===== src/rtl/pn2d_ram.sv =====
`default_nettype none
// ----------------------------------------------------------------------------
// pn2d_ram
// Generic RAM with one write port and two registered read ports. A read at
// the address being written returns the old contents.
// ----------------------------------------------------------------------------
module pn2d_ram #(
  parameter int WIDTH = 8,
  parameter int DEPTH = 256,
  localparam int AW = $clog2(DEPTH)
) (
  input  wire logic             clk,
  input  wire logic             wr_en,
  input  wire logic [AW-1:0]    wr_addr,
  input  wire logic [WIDTH-1:0] wr_data,
  input  wire logic             rd_en,
  input  wire logic [AW-1:0]    rd_addr_a,
  input  wire logic [AW-1:0]    rd_addr_b,
  output logic      [WIDTH-1:0] rd_data_a,
  output logic      [WIDTH-1:0] rd_data_b
);

  logic [WIDTH-1:0] mem [DEPTH];

  always_ff @(posedge clk) begin
    if (wr_en) begin
      mem[wr_addr] <= wr_data;
    end
    if (rd_en) begin
      rd_data_a <= mem[rd_addr_a];
      rd_data_b <= mem[rd_addr_b];
    end
  end

endmodule
`default_nettype wire


===== config.mk =====
export PLATFORM = sky130hd
export DESIGN_NAME = pn2d_ram
export DESIGN_NICKNAME = d
export VERILOG_FILES = /design/src/rtl/pn2d_ram.sv
export SDC_FILE = /design/constraint.sdc
export NUM_CORES = 2
export LEC_CHECK = 0
export BUFFER_PORTS_ARGS = -buffer_cell sky130_fd_sc_hd__buf_2
export CORE_UTILIZATION = 35
export DETAILED_ROUTE_END_ITERATION = 8
export PLACE_DENSITY = 0.51
export SLEW_MARGIN = 15
export SYNTH_ARGS = -nofsm -noshare
export SYNTH_HDL_FRONTEND = slang
export SYNTH_SLANG_ARGS = --single-unit
export TNS_END_PERCENT = 30

===== constraint.sdc =====
create_clock -name clk -period 3.3 [get_ports clk]
set_clock_uncertainty 0.15 [all_clocks]
set_input_delay 0.66 -clock clk [delete_from_list [all_inputs] [get_ports clk]]
set_output_delay 0.66 -clock clk [all_outputs]
set_load 0.01 [all_outputs]

==> impl_metrics.toml <==
[status]
status = "finished with violations"
violations = "negative setup slack"

[cells_and_area]
post-route-util_pct = 41.85
post-route-cell-area_sq_mm = 0.1156
fillCellCount = 24440
multiInputGateArea_sq_mm = 0.03260
area_growth_pct = 19.03
seq_area_sq_mm = 0.06198
final_layout_size_suffix_gt1_share_pct = 41.86
fin_nets = 5717

[global_routing]
grtUsageTotal_pct = 24.56
grt_max_degree = 137
grt_overflow = 0
antenna_found_initial = 16
grt_pass1_vias = 57730
grt_pass1_wl_mm = 475.9

[synth]
synth_area_leaders = "edfxtp_1, mux4_2, mux2i_1"
synth_seq_cells = 2064
synthDistinctLibCells = 64
ys_async_sr_fraction_pct = 0
synthTopCellsByCount = "edfxtp_1, mux4_2, nor2_1"
synth_area_sq_mm = 0.09713
synth_nets = 4882
syn_avg_cell_area_sq_um = 20.04
yosysTopAreaCell = "edfxtp_1"
synth_edf_count = 2064
ys.flop_type = "edfxtp_1"
seq_area_frac_synth_pct = 63.81
synth_top_area_share_pct = 63.81
syn_inst = 4847
yosysWarnings = 0
synth_most_common_cell = "edfxtp_1"

[sta]
max_freq_mhz = 294.4
relSlewSlack_pct = 13.60
post-route-min-period_ns = 3.397
hold_violations = 0
setup_viol = 1
rsz0062_at_grt = "true"
drv_slew = 0
final.setup.tns_ns = -0.09687
worstMarginPinSlew_ns = 1.291
worst_slack_ns = -0.09687
period_share_pct = 102.9

[route]
drc_errors = 0
wl_mm = 343.6
first_pass_iters = 8
routed_via_density = 5.953
num_vias = 57110
avgRoutedWirePerCell_microns = 35.81
drt_iter0_markers = 7175
drtAntennaViolNets = 0

[clock_network]
cts_buffers = 221
cts_setup_buffers = 0
htreeDepth = 4
cts_max_path_buffers = 3
cts.clk_slew.worst_paths_ns = 0.06
cts_tree = "yes"
clkSinkCount = 2064
insertion_delay_ns = 0.91
cts_root_buffer = "clkbuf_16"

[floorplanning]
chipHeight_microns = 528.8
core-area_sq_mm = 0.2763
design.portCount = 51
start_util_pct = 35.16
fp-row-count = 193
die_width_microns = 528.8
dieArea_sq_mm = 0.2796

[power_and_ir_drop]
powerDensity_mw_per_mm2 = 512.6
p_leak_uw = 0.03757
vdd_drop_max_uv = 459.2

[placement]
io_buffers = 50
place_area_sq_mm = 0.1085
dp_hpwl_mm = 239.1
gp_congestion = 0.9143

[flow_run]
drv_cap = 0

[setup_path]
start_kind = "primary input"
slowest_stage = "mux4_2"
crit_type = "primary input to flip-flop"
critPathCaptureType = "flip-flop"
critPathArrivalTime_ns = 3.91
crit_path_max_incr_delay_ns = 0.56
critical_path.cell_chain = "buf_8, buf_12, buf_4, buf_12, buf_12, mux4_2, o22ai_1, o31ai_1, buf_4, o32ai_2, buf_4, nor3_1"
worstPathRequired_ns = 3.81
crit_fanout = 16

[hold_path]
min_path_type = "primary input to flip-flop"
cells in the final DEF, fill, tap and decap left out, types with 9 or more instances in the layout:
cell / n
nand4_1: 13
buf_12: 139
clkbuf_16: 222
o21ai_0: 32
o22ai_1: 48
buf_2: 33
clkbuf_1: 38
nand2_1: 112
mux4_2: 1051
diode_2: 15
a22o_1: 22
mux2_2: 38
o31ai_1: 9
a2bb2oi_1: 9
mux2i_1: 236
nand3_2: 9
a221o_1: 10
clkinv_2: 63
o211ai_1: 13
a21oi_1: 78
and2_1: 12
nand2b_1: 9
bufinv_16: 16
nor2_1: 297
nor2b_1: 24
o221ai_1: 65
buf_4: 818
a22oi_1: 62
edfxtp_1: 2064
nand3_1: 43
a211oi_1: 27
clkinv_1: 55
a221oi_1: 32
nor3_1: 21
critical path, delay by kind of cell:
| family | cells | cell delay (ns) |
|---|---|---|
| mux | 1 | 0.56 |
| compound gates | 3 | 0.97 |
| simple gates | 1 | 0.04 |
| buf+inv | 7 | 1.56 |
per-stage QoR:
step | power, uW | worst slack, ns | cells | hold slack [ns]
final | 59260 | -0.09687 | 9594 | 0.1883
after global routing | 60730 | -0.02406 | 9585 | 0.1459
after CTS | 59650 | 0.007864 | 9579 | 0.1119
after detailed placement | 35340 | -1.111 | 9162 | 0.9088
after global placement | 35320 | -1.126 | 9162 | 0.9092
after floorplan | 32390 | 0.3122 | 4847 | 0.6089
cell families (layout without fill, tap and decap cells):
family	count (synthesis)	count (layout)	synth area share (%)
and+or+nand+nor	591	591	2.691
buffers and inverters	401	1428	2.726
DFF	2064	2064	63.81
other	0	15	0
muxes	1325	1325	27.24
AOI/OAI and AO/OA	466	466	3.533
flip-flops by register name, indices dropped and copies added, names as in the netlist:
signal     flops
mem         2048
rd_data_a      8
rd_data_b      8
final timing paths:
kind	startpoint	endpoint	slack [ns]	cells after the start
max	rd_addr_a[0]	rd_data_a[5]	-0.1	12
min	wr_data[4]	mem[254][4]	0.19	1
max reg2reg	mem[159][7]	rd_data_a[7]	0.19	6
min reg2reg	mem[188][7]	rd_data_b[7]	0.96	4
repair_timing:
| action | CTS | global route |
|---|---|---|
| resized for setup | 2 | 4 |
| hold endpoints to repair | 18 | 0 |
| setup endpoints to repair | 2 | 4 |
| hold buffers | 2 | 0 |
per-layer routing:
| layer | track usage (%) | routed length, microns |
|---|---|---|
| met1 | 34.24 | 141300 |
| met3 | 4.224 | 27320 |
| met2 | 39.23 | 163600 |
| met4 | 7.567 | 11410 |
| met5 | 0 | 39 |
power breakdown:
part	internal [uW]	leakage (uW)	switching [uW]	total, uW
logic	2450	0.0156	3350	5790
registers	28900	0.0186	88.7	29000
clock network	13600	0.00345	10900	24400
cell type report:
| cell class | count | area share [%] |
|---|---|---|
| antenna | 15 | 0.03247 |
| multi-input combinational | 2382 | 28.19 |
| inverter | 6 | 0.02273 |
| clock inverter | 155 | 1.146 |
| tap | 3705 | 4.010 |
| sequential | 2064 | 53.61 |
| clock buffer | 260 | 4.928 |
| timing repair buffer | 1007 | 8.058 |
No activity file was read; power rests on OpenSTA's default activity.
